$ cat src/rtl/core/pwts_pkg.sv
// ----------------------------------------------------------------------------
// Periodic work timer scheduler: shared package
// Slot count, command codes, queued operation codes and the queue entry type
// shared by the front end, the command queue and the slot engine.
// ----------------------------------------------------------------------------
package pwts_pkg;

  // Number of work slots; the slot fields on the ports are four bits wide.
  localparam int SLOTS = 16;

  // Command codes on the input port.
  typedef enum logic [2:0] {
    CMD_POST         = 3'd0,
    CMD_POST_DELAYED = 3'd1,
    CMD_CANCEL       = 3'd2,
    CMD_ITERATE      = 3'd3,
    CMD_TIME_WRAPPED = 3'd4
  } cmd_e;

  // Operations after classification in the front end.
  typedef enum logic [1:0] {
    OP_ARM     = 2'd0,
    OP_CANCEL  = 2'd1,
    OP_ITERATE = 2'd2,
    OP_RELEASE = 2'd3
  } op_e;

  // Result kinds.
  localparam logic KIND_FIRED   = 1'b0;
  localparam logic KIND_SUMMARY = 1'b1;

  // One queued operation. The value is the period for an arm and the
  // present time for an iterate.
  typedef struct packed {
    op_e         op;
    logic [3:0]  slot;
    logic [31:0] value;
  } entry_t;

endpackage : pwts_pkg

$ cat src/rtl/core/pwts_front.sv
// ----------------------------------------------------------------------------
// Periodic work timer scheduler: front end
// Accepts commands, drops codes that mean nothing and slot indexes out of
// range, and turns the rest into queue entries.
// ----------------------------------------------------------------------------
module pwts_front (
  input  logic              start,
  output logic              busy,
  input  logic [2:0]        cmd_i,
  input  logic [3:0]        slot_i,
  input  logic [31:0]       delay_i,
  input  logic [31:0]       current_time_i,
  input  logic              q_full_i,
  output logic              q_push_o,
  output pwts_pkg::entry_t  q_entry_o
);
  import pwts_pkg::*;

  localparam logic [6:0] SlotLimit = 7'(SLOTS);

  logic in_range;
  logic keep;

  // The queue being full is the only reason to hold commands off.
  assign busy     = q_full_i;
  assign in_range = ({3'b000, slot_i} < SlotLimit);

  // Classify the command.
  always_comb begin
    keep            = 1'b0;
    q_entry_o.op    = OP_ARM;
    q_entry_o.slot  = slot_i;
    q_entry_o.value = '0;
    unique case (cmd_i) inside
      CMD_POST, CMD_POST_DELAYED: begin
        keep            = in_range;
        q_entry_o.op    = OP_ARM;
        q_entry_o.value = (cmd_i == CMD_POST_DELAYED) ? delay_i : 32'd0;
      end
      CMD_CANCEL: begin
        keep         = in_range;
        q_entry_o.op = OP_CANCEL;
      end
      CMD_ITERATE: begin
        keep            = 1'b1;
        q_entry_o.op    = OP_ITERATE;
        q_entry_o.value = current_time_i;
      end
      CMD_TIME_WRAPPED: begin
        keep         = 1'b1;
        q_entry_o.op = OP_RELEASE;
      end
      default: begin
        keep = 1'b0;
      end
    endcase
  end

  assign q_push_o = start & ~busy & keep;

endmodule : pwts_front

$ cat src/rtl/core/pwts_queue.sv
// ----------------------------------------------------------------------------
// Periodic work timer scheduler: command queue
// Two-entry queue that lets the front end take commands while the slot
// engine is still sweeping.
// ----------------------------------------------------------------------------
module pwts_queue (
  input  logic              clk_i,
  input  logic              rst_ni,
  input  logic              push_i,
  input  pwts_pkg::entry_t  entry_i,
  output logic              full_o,
  input  logic              pop_i,
  output logic              valid_o,
  output pwts_pkg::entry_t  entry_o
);
  import pwts_pkg::*;

  entry_t     store_q [2];
  logic       wr_ptr_q, wr_ptr_d;
  logic       rd_ptr_q, rd_ptr_d;
  logic [1:0] cnt_q, cnt_d;
  logic       do_push;
  logic       do_pop;

  assign full_o  = (cnt_q == 2'd2);
  assign valid_o = (cnt_q != 2'd0);
  assign entry_o = store_q[rd_ptr_q];
  assign do_push = push_i & ~full_o;
  assign do_pop  = pop_i & valid_o;

  // Pointer and fill count update.
  always_comb begin
    wr_ptr_d = do_push ? ~wr_ptr_q : wr_ptr_q;
    rd_ptr_d = do_pop  ? ~rd_ptr_q : rd_ptr_q;
    cnt_d    = cnt_q;
    if (do_push && !do_pop) begin
      cnt_d = cnt_q + 2'd1;
    end else if (do_pop && !do_push) begin
      cnt_d = cnt_q - 2'd1;
    end
  end

  always_ff @(posedge clk_i or negedge rst_ni) begin
    if (!rst_ni) begin
      wr_ptr_q <= 1'b0;
      rd_ptr_q <= 1'b0;
      cnt_q    <= 2'd0;
    end else begin
      wr_ptr_q <= wr_ptr_d;
      rd_ptr_q <= rd_ptr_d;
      cnt_q    <= cnt_d;
    end
  end

  // Entry storage needs no reset.
  always_ff @(posedge clk_i) begin
    if (do_push) begin
      store_q[wr_ptr_q] <= entry_i;
    end
  end

endmodule : pwts_queue

$ cat src/rtl/core/pwts_engine.sv
// ----------------------------------------------------------------------------
// Periodic work timer scheduler: slot engine
// Carries out queued operations on the slot table. Arm, cancel and release
// take effect as they leave the queue; iterate sweeps the slots in ascending
// order through a short pipeline and ends with a summary beat.
// ----------------------------------------------------------------------------
module pwts_engine (
  input  logic              clk_i,
  input  logic              rst_ni,
  input  logic              q_valid_i,
  input  pwts_pkg::entry_t  q_entry_i,
  output logic              q_pop_o,
  output logic              res_valid_o,
  output logic              kind_o,
  output logic [3:0]        fired_slot_o,
  output logic [31:0]       next_due_o,
  output logic              none_pending_o,
  output logic              last_o
);
  import pwts_pkg::*;

  localparam int IW = (SLOTS > 1) ? $clog2(SLOTS) : 1;
  localparam logic [IW-1:0] LastIdx = IW'(SLOTS - 1);

  typedef enum logic [1:0] {
    ST_IDLE,
    ST_SWEEP,
    ST_SUMMARY
  } state_e;

  // Slot table: flags in flip-flops, times in memories.
  logic        armed_q [SLOTS];
  logic        held_q  [SLOTS];
  logic [31:0] period_mem [SLOTS];
  logic [31:0] due_mem    [SLOTS];

  state_e        state_q;
  logic [31:0]   now_q;
  logic [IW-1:0] idx_q;
  logic          issue_q;
  logic          s1_vld_q;
  logic          s1_last_q;
  logic [IW-1:0] s1_idx_q;
  logic [31:0]   pr_q;
  logic [31:0]   du_q;
  logic          s2_vld_q;
  logic          s2_last_q;
  logic          c_vld_q;
  logic [31:0]   c_due_q;
  logic          found_q;
  logic [31:0]   minv_q;

  logic          idle_take;
  logic          cmd_arm;
  logic          cmd_cancel;
  logic          cmd_release;
  logic          cmd_iterate;
  logic [IW-1:0] q_idx;
  logic          s1_armed;
  logic          s1_held;
  logic          s1_carry;
  logic [31:0]   s1_nxt;
  logic          s1_fire;
  logic          s1_wrap;
  logic          cand_vld;
  logic [31:0]   cand_due;
  logic          due_we;
  logic [IW-1:0] due_addr;
  logic [31:0]   due_wdata;
  logic          take_min;

  // Decode of the operation at the head of the queue.
  assign idle_take   = (state_q == ST_IDLE) & q_valid_i;
  assign q_pop_o     = idle_take;
  assign q_idx       = IW'(q_entry_i.slot);
  assign cmd_arm     = idle_take & (q_entry_i.op == OP_ARM);
  assign cmd_cancel  = idle_take & (q_entry_i.op == OP_CANCEL);
  assign cmd_release = idle_take & (q_entry_i.op == OP_RELEASE);
  assign cmd_iterate = idle_take & (q_entry_i.op == OP_ITERATE);

  // First sweep stage: test the slot and work out its next due time.
  assign s1_armed             = armed_q[s1_idx_q];
  assign s1_held              = held_q[s1_idx_q];
  assign {s1_carry, s1_nxt}   = {1'b0, now_q} + {1'b0, pr_q};
  assign s1_fire              = s1_vld_q & s1_armed & ~s1_held & (now_q >= du_q);
  // The new due time is not after the present time when the sum wraps or
  // the period is zero.
  assign s1_wrap              = s1_carry | (pr_q == 32'd0);
  assign cand_vld             = s1_armed & ~s1_held & ~(s1_fire & s1_wrap);
  assign cand_due             = s1_fire ? s1_nxt : du_q;

  // Second sweep stage: running minimum over the active slots.
  assign take_min = s2_vld_q & c_vld_q & (~found_q | (c_due_q < minv_q));

  // Due time write port, shared by arming and rescheduling.
  assign due_we    = cmd_arm | s1_fire;
  assign due_addr  = s1_fire ? s1_idx_q : q_idx;
  assign due_wdata = s1_fire ? s1_nxt : 32'd0;

  always_ff @(posedge clk_i) begin
    if (due_we) begin
      due_mem[due_addr] <= due_wdata;
    end
    if (cmd_arm) begin
      period_mem[q_idx] <= q_entry_i.value;
    end
    if (issue_q) begin
      pr_q <= period_mem[idx_q];
      du_q <= due_mem[idx_q];
    end
  end

  // Armed and held flags.
  always_ff @(posedge clk_i or negedge rst_ni) begin
    if (!rst_ni) begin
      for (int i = 0; i < SLOTS; i++) begin
        armed_q[i] <= 1'b0;
        held_q[i]  <= 1'b0;
      end
    end else begin
      if (cmd_arm) begin
        armed_q[q_idx] <= 1'b1;
        held_q[q_idx]  <= 1'b0;
      end
      if (cmd_cancel) begin
        armed_q[q_idx] <= 1'b0;
      end
      if (cmd_release) begin
        for (int i = 0; i < SLOTS; i++) begin
          held_q[i] <= 1'b0;
        end
      end
      if (s1_fire) begin
        held_q[s1_idx_q] <= s1_wrap;
      end
    end
  end

  // Sequencer, sweep pipeline and result register.
  always_ff @(posedge clk_i or negedge rst_ni) begin
    if (!rst_ni) begin
      state_q        <= ST_IDLE;
      now_q          <= '0;
      idx_q          <= '0;
      issue_q        <= 1'b0;
      s1_vld_q       <= 1'b0;
      s1_last_q      <= 1'b0;
      s1_idx_q       <= '0;
      s2_vld_q       <= 1'b0;
      s2_last_q      <= 1'b0;
      c_vld_q        <= 1'b0;
      c_due_q        <= '0;
      found_q        <= 1'b0;
      minv_q         <= '0;
      res_valid_o    <= 1'b0;
      kind_o         <= KIND_FIRED;
      fired_slot_o   <= '0;
      next_due_o     <= '0;
      none_pending_o <= 1'b0;
      last_o         <= 1'b0;
    end else begin
      res_valid_o <= 1'b0;

      // Read issue, one slot a cycle.
      s1_vld_q  <= issue_q;
      s1_idx_q  <= idx_q;
      s1_last_q <= issue_q & (idx_q == LastIdx);
      if (issue_q) begin
        if (idx_q == LastIdx) begin
          issue_q <= 1'b0;
        end else begin
          idx_q <= idx_q + IW'(1);
        end
      end

      // Hand the candidate on to the minimum stage.
      s2_vld_q  <= s1_vld_q;
      s2_last_q <= s1_vld_q & s1_last_q;
      c_vld_q   <= cand_vld;
      c_due_q   <= cand_due;
      if (take_min) begin
        minv_q  <= c_due_q;
        found_q <= 1'b1;
      end

      // A fired slot gives a beat straight away.
      if (s1_fire) begin
        res_valid_o    <= 1'b1;
        kind_o         <= KIND_FIRED;
        fired_slot_o   <= 4'(s1_idx_q);
        next_due_o     <= 32'd0;
        none_pending_o <= 1'b0;
        last_o         <= 1'b0;
      end

      unique case (state_q)
        ST_IDLE: begin
          if (cmd_iterate) begin
            state_q <= ST_SWEEP;
            now_q   <= q_entry_i.value;
            idx_q   <= '0;
            issue_q <= 1'b1;
            found_q <= 1'b0;
            minv_q  <= '0;
          end
        end
        ST_SWEEP: begin
          if (s2_vld_q && s2_last_q) begin
            state_q <= ST_SUMMARY;
          end
        end
        ST_SUMMARY: begin
          res_valid_o    <= 1'b1;
          kind_o         <= KIND_SUMMARY;
          fired_slot_o   <= 4'd0;
          next_due_o     <= found_q ? minv_q : 32'd0;
          none_pending_o <= ~found_q;
          last_o         <= 1'b1;
          state_q        <= ST_IDLE;
        end
        default: begin
          state_q <= ST_IDLE;
        end
      endcase
    end
  end

endmodule : pwts_engine

$ cat src/rtl/core/periodic_work_timer_scheduler.sv
// ----------------------------------------------------------------------------
// Periodic work timer scheduler: top level
// Table of periodic work slots with post, cancel, iterate and time-wrapped
// commands.
// ----------------------------------------------------------------------------
// Usage:
//   A command is taken at a rising edge with start high and busy low. It is
//   checked and placed in a two-entry queue; busy rises only when that queue
//   is full. Unknown codes and slot indexes not below SLOTS are dropped.
//   Post, post delayed, cancel and time wrapped finish in the slot engine
//   as they leave the queue and give no beat.
//   Iterate sweeps the slots in ascending order, one slot a cycle, and
//   gives one beat per fired slot followed by a summary beat with last set.
//   While an iterate runs, the engine takes nothing else from the queue: it
//   reads the time memories slot by slot, tests each slot in the first
//   sweep stage, keeps the running minimum in the second and ends in a
//   summary state. Fired beats are registered from the first sweep stage.
//   Each beat is shown for one cycle with res_valid_o high; the receiver
//   cannot stall it, so no back-pressure path exists.
//   Reset clears the armed and held flags, the queue and the outputs; the
//   period and due time memories are written when a slot is armed.
// ----------------------------------------------------------------------------
module periodic_work_timer_scheduler (
  input  logic        clk_i,
  input  logic        rst_ni,
  input  logic        start,
  output logic        busy,
  input  logic [2:0]  cmd_i,
  input  logic [3:0]  slot_i,
  input  logic [31:0] delay_i,
  input  logic [31:0] current_time_i,
  output logic        res_valid_o,
  output logic        kind_o,
  output logic [3:0]  fired_slot_o,
  output logic [31:0] next_due_o,
  output logic        none_pending_o,
  output logic        last_o
);
  import pwts_pkg::*;

  logic   q_full;
  logic   q_push;
  entry_t q_in;
  logic   q_valid;
  logic   q_pop;
  entry_t q_out;

  // Command check and classification.
  pwts_front u_front (
    .start          (start),
    .busy           (busy),
    .cmd_i          (cmd_i),
    .slot_i         (slot_i),
    .delay_i        (delay_i),
    .current_time_i (current_time_i),
    .q_full_i       (q_full),
    .q_push_o       (q_push),
    .q_entry_o      (q_in)
  );

  // Queue between front end and slot engine.
  pwts_queue u_queue (
    .clk_i   (clk_i),
    .rst_ni  (rst_ni),
    .push_i  (q_push),
    .entry_i (q_in),
    .full_o  (q_full),
    .pop_i   (q_pop),
    .valid_o (q_valid),
    .entry_o (q_out)
  );

  // Slot table and sweep.
  pwts_engine u_engine (
    .clk_i          (clk_i),
    .rst_ni         (rst_ni),
    .q_valid_i      (q_valid),
    .q_entry_i      (q_out),
    .q_pop_o        (q_pop),
    .res_valid_o    (res_valid_o),
    .kind_o         (kind_o),
    .fired_slot_o   (fired_slot_o),
    .next_due_o     (next_due_o),
    .none_pending_o (none_pending_o),
    .last_o         (last_o)
  );

endmodule : periodic_work_timer_scheduler
$ cat config.mk
export PLATFORM = sky130hd
export DESIGN_NAME = periodic_work_timer_scheduler
export DESIGN_NICKNAME = d
export VERILOG_FILES = /design/src/rtl/core/pwts_pkg.sv /design/src/rtl/core/pwts_front.sv /design/src/rtl/core/pwts_queue.sv /design/src/rtl/core/pwts_engine.sv /design/src/rtl/core/periodic_work_timer_scheduler.sv
export SDC_FILE = /design/constraint.sdc
export NUM_CORES = 2
export LEC_CHECK = 0
export BUFFER_PORTS_ARGS = -buffer_cell sky130_fd_sc_hd__clkbuf_2
export CAP_MARGIN = 20
export CORE_UTILIZATION = 26
export DETAILED_ROUTE_END_ITERATION = 7
export GPL_TIMING_DRIVEN = 0
export PLACE_DENSITY_LB_ADDON = 0.12
export SLEW_MARGIN = 15
export SYNTH_ARGS = -nofsm -noshare
export SYNTH_HDL_FRONTEND = slang
export SYNTH_SLANG_ARGS = --single-unit
$ cat constraint.sdc
create_clock -name clk_i -period 15.5 [get_ports clk_i]
set_input_delay 2.325 -clock clk_i [delete_from_list [all_inputs] [get_ports clk_i]]
set_output_delay 2.325 -clock clk_i [all_outputs]
set_load 0.1 [all_outputs]
After elaboration in Yosys (flattened, before gate mapping)
Memories as Yosys holds them, arrays and structs flattened. A register that Yosys moved wholly into a read port is not among the register bits.
Cells that the tools add are included.
{ "totals": {"output_inout_bits": 41, "regBits": 188, "n_memories": 3, "mem_bits_rw": 1100} }
{ "mem_list": {"columns": ["name", "depth", "word_bits", "read_ports", "rd_ports_with_merged_regs", "wr", "line", "source"], "rows": [
  ["u_engine.due_mem", 16, 32, 1, 1, 1, "pwts_engine.sv:35", "logic [31:0] due_mem [SLOTS];"],
  ["u_engine.period_mem", 16, 32, 1, 1, 1, "pwts_engine.sv:34", "logic [31:0] period_mem [SLOTS];"],
  ["u_queue.store_q", 2, 38, 1, 0, 1, "pwts_queue.sv:18", "entry_t store_q [2];"]
]} }
{ "classes": {"add_sub_neg": 4, "n_reduce_logical": 18, "eq_ne": 13, "n_bitwise": 34, "magnitude_cmp": 6, "muxes": 58} }
{ "ops": {"columns": ["cell", "count"], "rows": [
  ["32-bit 2-to-1 mux", 9],
  ["16-bit 2-to-1 mux", 5],
  ["32-bit one-hot mux with 2 select lines", 1],
  ["32-bit by 32-bit adder with 33-bit output", 1],
  ["16-bit bitwise AND", 2],
  ["32-bit >= comparator", 1],
  ["32-bit logical NOT", 1],
  ["32-bit < comparator", 1],
  ["4-bit 2-to-1 mux", 7],
  ["1-bit 2-to-1 mux", 25],
  ["1-bit bitwise AND", 19],
  ["16-bit bitwise mux", 1],
  ["16-bit NOT", 1],
  ["16-bit OR", 1],
  ["5-bit >= comparator, second input constant", 2],
  ["5-bit by 1-bit < comparator with 1-bit output, second input constant", 2],
  ["4-bit NOT with 5-bit output", 2],
  ["1-bit binary-select mux with 4-bit select", 2],
  ["1-bit demux with 4-bit select", 2],
  ["2-bit == test, second input constant", 4],
  ["2-bit 2-to-1 mux", 4],
  ["3-bit by 2-bit == test with 1-bit output, second input constant", 2],
  ["1-bit NOT", 6],
  ["2-bit one-hot mux with 3 select lines", 1],
  ["other kinds (18)", 31]
]} }

Depth between registers and ports, before layout
An unclocked memory read counts as a cell.
{ "depth": {"depth_word": 12, "depth_mapped": 12, "depth_no_buf": 9} }

Hierarchy
A second synthesis with hierarchy kept.
{ "unflattened": {"hier_cells": 2937, "hier_area_um2": 55026.5} }
{ "modules_own_cells": {"columns": ["mod", "n_inst", "cells_each", "area_each_um2"], "rows": [
  ["pwts_engine", 1, 2716, 51426.8],
  ["pwts_queue", 1, 137, 2989.1],
  ["pwts_front", 1, 84, 610.6]
]} }

Worst setup path before layout
No wires, ideal clock.
{ "synth_timing": {"path_type": "register -> register", "from": "register u_engine.now_q[30]", "to": "memory u_engine.due_mem[7][0], enable pin", "arrival_ns": 4.471, "path_buffers": 2, "setup_slack_ns": 10.559, "synth_period_minus_slack_ns": 4.941, "t_required_ns": 15.030, "stages_incl_launch_ff": 10, "cell_sequence": "dfrtp_1 > ha_1 > nand4_1 > nor4_1 > nand2_1 > a311oi_1 > o211ai_2 > buf_6 > buf_2 > o31ai_1"} }
{ "synth_between": {"elab_chain_cells": 5} }
{ "synth_lines": {"columns": ["element", "line", "source"], "rows": [
  ["from (decl)", "pwts_engine.sv:38", "logic [31:0] now_q;"],
  ["from (signal assigned)", "pwts_engine.sv:200", "now_q <= q_entry_i.value;"],
  ["32-bit >= comparator (*)", "pwts_engine.sv:85", "assign s1_fire = s1_vld_q & s1_armed & ~s1_held & (now_q >= du_q);"],
  ["1-bit bitwise AND (*)", "pwts_engine.sv:85", null],
  ["1-bit OR", "pwts_engine.sv:96", "assign due_we = cmd_arm | s1_fire;"],
  ["1-bit 2-to-1 mux", "pwts_engine.sv:101", "if (due_we) begin"],
  ["1-bit 2-to-1 mux (not written as such)", "pwts_engine.sv:102", "due_mem[due_addr] <= due_wdata;"],
  ["to (decl)", "pwts_engine.sv:35", null]
]} }
Every way passes the cells marked *; elsewhere a longest branch is shown, timed or not.

Final worst setup path
{ "layout_timing": {"from": "register u_engine.now_q[27]", "to": "memory u_engine.due_mem[5][10], enable pin"} }
Same word-level chain as after synthesis.

==> impl_metrics.toml <==
[global_routing]
grt_first_pass_wirelength_microns = 255000
antenna_found_initial = 4
grt_overflow = 0
grt_max_degree = 73
grt_usage_pct = 16.9
grt_pass1_vias = 31900

[worst_hold_path]
hold_path_end = "u_engine.s2_last_q"
holdCritPathClass = "register to register"
min-delay-start = "u_engine.s1_last_q"
min_path_cells = 1

[logic_synthesis]
ys.warnings.count = 0
synth_cells = 3284
ys_seq_area_share_pct = 71.5
synth_top_area_cell = "edfxtp_1"
ys.flop_type = "edfxtp_1"
synth-seq-cells = 1352
synthDominantCellAreaShare_pct = 63.1
synth_enable_flop_cells = 1164
syn-cell-area_sq_um = 55400
netlist-cell-type-count = 83
synth_area_leaders = "edfxtp_1 63%, dfrtp_1 8.5%, mux4_2 5.2%"
postSynthAreaPerCell_sq_um = 16.9
syn_nets = 3456
async_flop_share_pct = 13.9

[worst_setup_path]
cpLargestDelayFamily = "compound AO/OA/AOI/OAI gates"
cpMaxStageDelayCell = "a311oi_1"
path_class = "register to register"
path_max_fanout = 11
reg2reg_slack_ns = 10.26
path_common_cell = "buf_8"
cpPeakStageDelay_ns = 0.80
cp_data_arrival_time_ns = 5.73
cp_cell_sequence = "ha_1 > nand4_1 > nor4_1 > nand2_1 > a311oi_1 > o211a_2 > clkbuf_2 > nand3_1 > o31ai_4 > buf_6 > buf_8 > buf_8"
regToRegEndpoint = "u_engine.due_mem[5][10]"
cp-start-kind = "register"
crit_path_end_kind = "register"
crit_required_ns = 16.00
rr_worst_depth = 12
rr_startpoint = "u_engine.now_q[27]"
cp_num_buf_inv = 4

[timing]
setup_viol = 0
finalWorstSetupSlack_ns = 10.26
timing.final.max_slew_violations = 0
period_share_pct = 33.8
fmax_mhz = 191
hold_violations = 0
worst_pin_slew_ns = 1.18
fin_crit_ns = 5.24
rsz0062_at_grt = "no"
fin_skew_ns = 0.0227
holdWs_ns = 0.467
finalSetupTns_ns = 0
maxSlewHeadroom_pct = 21.6

[clocking]
cts_resized = 0
root_buffer = "clkbuf_16"
holdBufCountCts = 0
post-cts-setup-buffers = 0
h-tree-depth = 4
clk_pin_slew_ns = 0.06
clkLatencyLatePin_ns = 0.81
cts_made_buffers = 154
cts_buffer_depth = 3
cts.sinks = 1352
cts_tree = "done"

[floorplan]
core_sq_um = 212000
die_h_microns = 464
rows = 169
die_area_sq_um = 215000
die_width_microns = 464
ios = 115
initial_core_util_pct = 26.2

[routing]
wirelength_microns = 184000
num_vias = 31400
drc = 0
drt_iter0_markers = 2429
drt-pass1-iter-count = 6
avgRoutedWirePerCell_microns = 27.8
vias_per_cell = 4.77
postRouteAntennaNets = 0

[layout]
fin_area_sq_um = 66400
multi_input_area_sq_um = 15000
nNetsFinal = 3807
drive_above_1_share_pct = 19.6
final_cell_mix = "1164 x edfxtp_1, 266 x mux2i_1, 187 x dfrtp_1"
fill_cells = 20800
register_area_sq_um = 39700
syn_to_final_growth_pct = 19.8
final_common_cell = "edfxtp_1"
final_util_pct = 31.3

[place]
place_area_sq_um = 61400
post-dp-hpwl_microns = 129000
io_buffers = 114
post-place-ws_ns = 10.26
gp_congestion = 0.811

[power_and_ir_drop]
ir_drop_mv = 0.136
p_leak_nw = 23.2
powerDensity_nw_per_um2 = 210

[status]
status = "finished, final reports clean"

[flow_run]
maxCapViolCount = 0
final cells by class:
type                            count  area share [%]
Clock buffer                      209            6.27
Clock inverter                     79            1.13
Antenna cell                        4          0.0151
Buffer                            182            1.24
Multi-Input combinational cell   1666            22.6
Inverter                           84           0.479
Timing Repair Buffer              195            3.25
Tap cell                         2821            5.32
Sequential cell                  1352            59.7
where the power goes:
| part | leakage, nW | total (mW) | switching (mW) | internal (mW) |
|---|---|---|---|---|
| clock network | 2.40 | 3.60 | 1.53 | 2.06 |
| registers | 13.0 | 5.12 | 0.368 | 4.75 |
| logic | 7.83 | 5.24 | 3.54 | 1.71 |
kinds of logic (layout without fill, tap and decap cells):
kind of cell	Yosys count	count (layout)	synth area share [%]
flops	1352	1352	71.5
buf+inv	266	749	1.99
mux	471	471	11.6
simple gates	417	417	3.67
xor+xnor	29	29	0.458
other cells	0	4	0
fa+ha+maj	98	98	2.23
compound gates	651	651	8.55
cells in the mapped netlist (8+ instances only):
library cell / n
a21o_1: 60
a21oi_1: 88
a221oi_1: 130
a22o_1: 66
a22oi_1: 65
a31oi_1: 8
and2_1: 21
and3_1: 12
buf_1: 30
buf_2: 24
clkbuf_1: 115
dfrtp_1: 188
edfxtp_1: 1164
ha_1: 97
inv_1: 84
mux2_2: 73
mux2i_1: 268
mux4_2: 128
nand2_1: 142
nand2b_1: 11
nand3_1: 59
nand4_1: 16
nor2_1: 81
nor2b_1: 15
nor3_1: 16
nor4_1: 12
o21ai_0: 115
o22a_1: 8
o22ai_1: 12
o31ai_1: 8
o32ai_1: 11
xnor2_1: 21
xor2_1: 8
through the flow:
step	std cells	total power, mW
final	6592	14.0
after global routing	6590	14.6
after CTS	6582	14.1
after global placement	6219	10.3
after floorplan	3284	8.14
after detailed placement	6294	10.4
how the worst max path moves through the flow:
stage,from,end,slack [ns],depth (start not counted)
after global routing,u_engine.now_q[27],u_engine.due_mem[5][13],10.15,12
after CTS,u_engine.now_q[27],u_engine.due_mem[5][10],10.21,12
after global placement,u_engine.now_q[27],u_engine.due_mem[11][8],4.18,9
after detailed placement,u_engine.now_q[27],u_engine.due_mem[5][2],10.26,12
after floorplan,u_engine.now_q[30],u_engine.due_mem[7][0],10.56,9
final,u_engine.now_q[27],u_engine.due_mem[5][10],10.26,12
sequential cells by signal, summed over array words and instances (netlist names), 4 cells and up:
| name | count |
|---|---|
| u_engine.due_mem | 512 |
| u_engine.period_mem | 512 |
| u_queue.store_q | 76 |
| u_engine.c_due_q | 32 |
| u_engine.du_q | 32 |
| u_engine.minv_q | 32 |
| u_engine.next_due_o | 32 |
| u_engine.now_q | 32 |
| u_engine.pr_q | 32 |
| u_engine.armed_q | 16 |
| u_engine.held_q | 16 |
| u_engine.fired_slot_o | 4 |
| u_engine.idx_q | 4 |
| u_engine.s1_idx_q | 4 |
worst register-to-register path, stage by stage (launching register included):
cell and delay, ns:
dfrtp_1 0.50, ha_1 0.39, nand4_1 0.15, nor4_1 0.51, nand2_1 0.25, a311oi_1 0.80, o211a_2 0.61, clkbuf_2 0.63
nand3_1 0.23, o31ai_4 0.23, buf_6 0.28, buf_8 0.18, buf_8 0.18
per-layer routing:
metal / vias to the layer above / routed length, microns / GRT usage [%]
met5: - / 0 / 0
met2: 764 / 87800 / 27.8
met4: 0 / 4160 / 4.34
met1: 16500 / 84100 / 23.0
met3: 212 / 7540 / 2.84
li1: 14000 / - / -
(Power assumes the default switching activity.)
